==> src/sv/dsh_pkg.sv <==
`timescale 1ns / 1ps
// Shared codes, fixed field widths and controller/datapath interface structs.
package dsh_pkg;

  localparam int CMD_W       = 2;
  localparam int COORD_W     = 8;
  localparam int STEP_W      = 9;
  localparam int OFFSET_W    = 32;
  localparam int OUT_W       = 32;
  // widest grid axis supported; coordinates are zero-extended to this first
  localparam int MAX_AXIS_W  = 12;

  localparam logic [CMD_W-1:0] CMD_LOAD    = 2'd0;
  localparam logic [CMD_W-1:0] CMD_READ    = 2'd1;
  localparam logic [CMD_W-1:0] CMD_SQUARE  = 2'd2;
  localparam logic [CMD_W-1:0] CMD_DIAMOND = 2'd3;

  // controller -> datapath
  typedef struct packed {
    logic capture;    // latch the accepted transaction
    logic rd_first;   // read first neighbour pair (or the point itself)
    logic rd_second;  // read second neighbour pair
    logic sum_en;     // form the four-neighbour sum
    logic finish;     // write back (not for a read) and present the result
    logic clear_en;   // post-reset clearing pass
  } dsh_ctl_t;

  // datapath -> controller
  typedef struct packed {
    logic [CMD_W-1:0] cmd;
    logic             clear_last;
  } dsh_sts_t;

endpackage

==> src/sv/dsh_ctrl.sv <==
`timescale 1ns / 1ps
// Sequencing state machine for the height map block.
module dsh_ctrl
  import dsh_pkg::*;
(
  input  logic             clk,
  input  logic             rst,
  input  logic             start,
  input  logic [CMD_W-1:0] command,
  input  dsh_sts_t         sts,
  output dsh_ctl_t         ctl,
  output logic             busy
);

  localparam logic [2:0] S_IDLE  = 3'd0;
  localparam logic [2:0] S_CLEAR = 3'd1;
  localparam logic [2:0] S_RD0   = 3'd2;
  localparam logic [2:0] S_RD1   = 3'd3;
  localparam logic [2:0] S_SUM   = 3'd4;
  localparam logic [2:0] S_WR    = 3'd5;

  logic [2:0] state;
  logic [2:0] state_next;

  always_ff @(posedge clk) begin
    if (rst) begin
      state <= S_CLEAR;
    end else begin
      state <= state_next;
    end
  end

  always_comb begin
    state_next = state;
    unique case (state)
      S_IDLE: begin
        if (start) begin
          state_next = (command == CMD_LOAD) ? S_WR : S_RD0;
        end
      end
      S_CLEAR: begin
        if (sts.clear_last) begin
          state_next = S_IDLE;
        end
      end
      S_RD0:   state_next = (sts.cmd == CMD_READ) ? S_WR : S_RD1;
      S_RD1:   state_next = S_SUM;
      S_SUM:   state_next = S_WR;
      S_WR:    state_next = S_IDLE;
      default: state_next = S_IDLE;
    endcase
  end

  assign busy          = (state != S_IDLE);
  assign ctl.capture   = (state == S_IDLE) && start;
  assign ctl.rd_first  = (state == S_RD0);
  assign ctl.rd_second = (state == S_RD1);
  assign ctl.sum_en    = (state == S_SUM);
  assign ctl.finish    = (state == S_WR);
  assign ctl.clear_en  = (state == S_CLEAR);

endmodule

==> config.mk <==
export PLATFORM = sky130hd
export DESIGN_NAME = dsh_ctrl
export DESIGN_NICKNAME = d
export VERILOG_FILES = /design/src/sv/dsh_pkg.sv /design/src/sv/dsh_ctrl.sv
export SDC_FILE = /design/constraint.sdc
export NUM_CORES = 1
export LEC_CHECK = 0
export ABC_AREA = 1
export BUFFER_PORTS_ARGS = -buffer_cell sky130_fd_sc_hd__buf_2
export CAP_MARGIN = 10
export CORE_AREA = 2 2 39 41
export DETAILED_ROUTE_END_ITERATION = 10
export DIE_AREA = 0 0 41 43
export GPL_TIMING_DRIVEN = 0
export PLACE_DENSITY_LB_ADDON = 0.08
export SLEW_MARGIN = 30
export SYNTH_ARGS = -nofsm -noshare
export SYNTH_HDL_FRONTEND = slang
export SYNTH_SLANG_ARGS = --single-unit
==> constraint.sdc <==
create_clock -name clk -period 1.1 [get_ports clk]
set_input_delay 0.22 -clock clk [delete_from_list [all_inputs] [get_ports clk]]
set_output_delay 0.22 -clock clk [all_outputs]
set_load 0.01 [all_outputs]
# [Yosys cells after proc, flatten, opt, wreduce, memory -nomap -nowiden]
# Index checks and enable logic that the tools add are counted.
[totals] register_bits=3 input_bits=8
[op_classes] n_eq_ne=8 muxes=5 n_reduce_logical=5
[ops] cell="one-hot mux 3 bit (5 select lines)" n=1
[ops] cell="two-way mux 3 bit" n=4
[ops] cell="== test 3 x 2 -> 1 bit, second input constant" n=2
[ops] cell="== test 3 bit, second input constant" n=2
[ops] cell="inequality test 2 bit, second input constant" n=2
[ops] cell="== test 3 x 1 -> 1 bit, second input constant" n=1
[ops] cell="zero test 3 bit" n=1
[ops] cell="nonzero test 3 bit" n=1
[ops] cell="== test 2 x 1 -> 1 bit, second input constant" n=1
[ops] cell="zero test 2 bit" n=1
[ops] cell="AND reduction 2 bit" n=1
[ops] cell="logical AND 1 bit" n=1

# [Longest topological paths before layout]
[depth] ltp_word=4 ltp_mapped=7 mapped_depth_nobuf=7

# [Worst setup path after synthesis]
# OpenSTA, ideal clock, no wires.
[synth_timing] path_type="reg2out" startpoint="register state[1]" endpoint="output ctl[5] (netlist bit)" t_arrival_ns=0.840 path_slack_ns=0.040 stages_incl_launch_ff=4 path_buffers=0 path_cell_list="dfxtp_1 > nor2_1 > nand2_1 > nor2_1"
[synth_lines] element="from (decl)" line="dsh_ctrl.sv:22" source="logic [2:0] state;"
[synth_lines] element="from (signal assigned)" line="dsh_ctrl.sv:29" source="state <= state_next;"
[synth_lines] element="to (decl)" line="dsh_ctrl.sv:11" source="output dsh_ctl_t ctl,"

==> impl_metrics.json <==
{
  "synth_ff_type": "dfxtp_1",
  "synth_warnings": 0,
  "setup_viol": 7,
  "drtAntennaViolNets": 0,
  "rows": 14,
  "grt_pass1_wl_mm": 1.09,
  "cts_tree": "yes",
  "status": "complete, but fails checks",
  "viasPerCell": 3.90,
  "clock-sinks": 3,
  "cap_violations": 0,
  "synth_compound_gate_area_share": 0.0432,
  "dr.pass1.iters": 4,
  "cts_htree_levels": 1,
  "r2r_end": "state[0]$_SDFFE_PP1P_",
  "min_from": "rst",
  "p_leak_nw": 0.244,
  "power_mw": 0.477,
  "clk_latency_ps": 230,
  "synth_top_area_share": 0.259,
  "nNetsFinal": 75,
  "ys_async_sr_fraction": 0,
  "timing_worst_setup_path_type": "flip-flop to output port",
  "max_freq_mhz": 806,
  "rrSetupSlack_ps": 90,
  "gp_congestion": 0.682,
  "netlist_area_um2": 231,
  "die_h_um": 43,
  "cts_buffer_depth": 2,
  "peakVddDrop_v": 0.000393,
  "grt_max_degree": 7,
  "start_util": 0.167,
  "clock-root-buffer": "clkbuf_4",
  "hold_viol": 0,
  "min_to": "state[2]$_SDFFE_PP0P_",
  "multiInputGateArea_um2": 144,
  "seq_area_um2": 66.3,
  "synth_top_family_by_area": "simple AND/OR/NAND/NOR gates",
  "cts_buffers": 3,
  "synthesis.nets": 52,
  "synth-seq-cells": 3,
  "ys_seq_area_frac": 0.259,
  "max_slew_margin": 0.901,
  "maxSlewViolCount": 0,
  "reg2reg_from": "state[0]$_SDFFE_PP1P_",
  "skew_ps": 2.75,
  "grt_pass1_vias": 304,
  "arrival_ps": 1020,
  "rsz0062_at_grt": "yes",
  "dieArea_um2": 1760,
  "fin_crit_ps": 1240,
  "holdPathStages": 2,
  "fin_crit_sh": 1.13,
  "yosysMostFrequentCell": "nand2_1",
  "synthAdderAreaFrac": 0,
  "port_buffers": 14,
  "vias": 320,
  "wirelength_um": 651,
  "cp-end-kind": "output port",
  "powerDensity_nw_per_um2": 1200,
  "failed_checks": "negative setup slack",
  "io-pin-count": 15,
  "grt.total_usage": 0.0953,
  "drt_iter0_markers": 3,
  "synth-simple-area-share": 0.535,
  "cp_max_fo": 5,
  "place_hpwl_um": 468,
  "post-synth-top-area-cell": "dfxtp_1",
  "worst_slew_pin_slew_ps": 148,
  "synth_common_cells": "nand2_1 (15), inv_1 (6), nor2_1 (6), inv_2 (4)",
  "grt_overflow_total": 0,
  "fin_ws_ps": -141,
  "placed_area_um2": 322,
  "drive_gt1_frac": 0.515,
  "drc_errors": 0,
  "reg_top3": "state: 3 flops",
  "cp-start-kind": "flip-flop",
  "nFillCells": 168,
  "post_synth.cell_area_avg_um2": 5.26,
  "hold_path_class": "primary input to flip-flop",
  "largest_reg_flops": 3,
  "worstPathRequired_ps": 880,
  "synth-edff-count": 0,
  "synth.area.mux_share": 0,
  "clkSlewWorstSetupHoldPaths_ps": 40,
  "antennaDiodeCount": 0,
  "synthCells": 44,
  "hold_buffers": 0,
  "synth_xor_area_frac": 0,
  "antenna_found_initial": 0,
  "area_delta_synth_final_pct": 72.4,
  "reg2regPathDepth": 7,
  "die_width_um": 41,
  "synth_area_leaders": "dfxtp_1 (26%), nand2_1 (24%), inv_1 (9.7%), nor2_1 (9.7%), nor2_2 (8.1%)",
  "synth.distinct_cells": 11,
  "top_register": "state",
  "avgRoutedWirePerCell_um": 7.94,
  "fin_area_um2": 399,
  "core_area_um2": 1380
}
[area by class of cell]
class / instances / area share
clock buffer: 4 / 0.0658
inverter: 10 / 0.107
multi-input combinational: 31 / 0.361
sequential: 3 / 0.166
tap: 16 / 0.0502
timing repair buffer: 18 / 0.251
[critical path, cell delays in order, from the launching register on]
cell and delay [ps]:
dfxtp_4 380, inv_4 50, nor2_4 90, inv_2 50, nor2_2 80, buf_2 140
[placed cells by master, fill, tap and decap left out]
cell      count
a21oi_1       1
buf_2        14
buf_4         4
clkbuf_1      1
clkbuf_4      3
dfxtp_2       2
dfxtp_4       1
inv_1         6
inv_2         2
inv_4         2
nand2_1      15
nand2_2       1
nand3_1       3
nor2_1        4
nor2_2        4
nor2_4        1
nor3_1        1
o21ai_0       1
[report_power, final]
part / leakage, nW / switching, mW / internal [mW] / total (mW)
registers: 0.0258 / 0.0160 / 0.120 / 0.136
logic: 0.203 / 0.0803 / 0.0683 / 0.149
clock network: 0.0150 / 0.0571 / 0.136 / 0.193
[metrics by stage]
step / std cells / utilization / hold slack [ps] / TNS (ps) / setup WS, ps
floorplan: 44 / - / 292 / 0 / 40.2
finish: 82 / 0.288 / 163 / -638 / -141
global placement: 74 / 0.232 / 416 / -22.1 / -22.1
global route: 82 / 0.288 / 169 / -1050 / -213
detailed placement: 74 / 0.232 / 413 / 0 / 4.65
CTS: 82 / 0.287 / 158 / -696 / -148
[timing repair]
action | in CTS | in global routing
buffers inserted | 4 | 0
cloned | 0 | 0
setup endpoints to repair | 7 | 7
pin swaps | 3 | 0
resized for setup | 8 | 1
[how the worst max path moves through the flow]
stage	startpoint	to	slack (ps)	depth (start not counted)
after detailed placement	state[0]$_SDFFE_PP1P_	ctl[0]	5	5
after CTS	state[0]$_SDFFE_PP1P_	ctl[0]	-150	5
after floorplan	state[1]$_SDFFE_PP0P_	ctl[5]	40	3
final	state[0]$_SDFFE_PP1P_	ctl[0]	-140	5
after global placement	state[0]$_SDFFE_PP1P_	ctl[0]	-20	5
after global routing	state[0]$_SDFFE_PP1P_	ctl[1]	-210	5
[kinds of logic (layout without fill, tap and decap cells)]
| family | count (synthesis) | after routing |
|---|---|---|
| flip-flops | 3 | 3 |
| buffers and inverters | 10 | 32 |
| AO/OA/AOI/OAI | 2 | 2 |
| AND/OR/NAND/NOR | 29 | 29 |
[metal layers]
layer | global-route usage | routed length [um] | part of all wire
met1 | 0.106 | 260 | 0.40
met2 | 0.138 | 317 | 0.49
met3 | 0.0157 | 56 | 0.086
met4 | 0.100 | 17 | 0.026
met5 | 0 | 0 | 0
No activity file was read; power rests on OpenSTA's default activity.
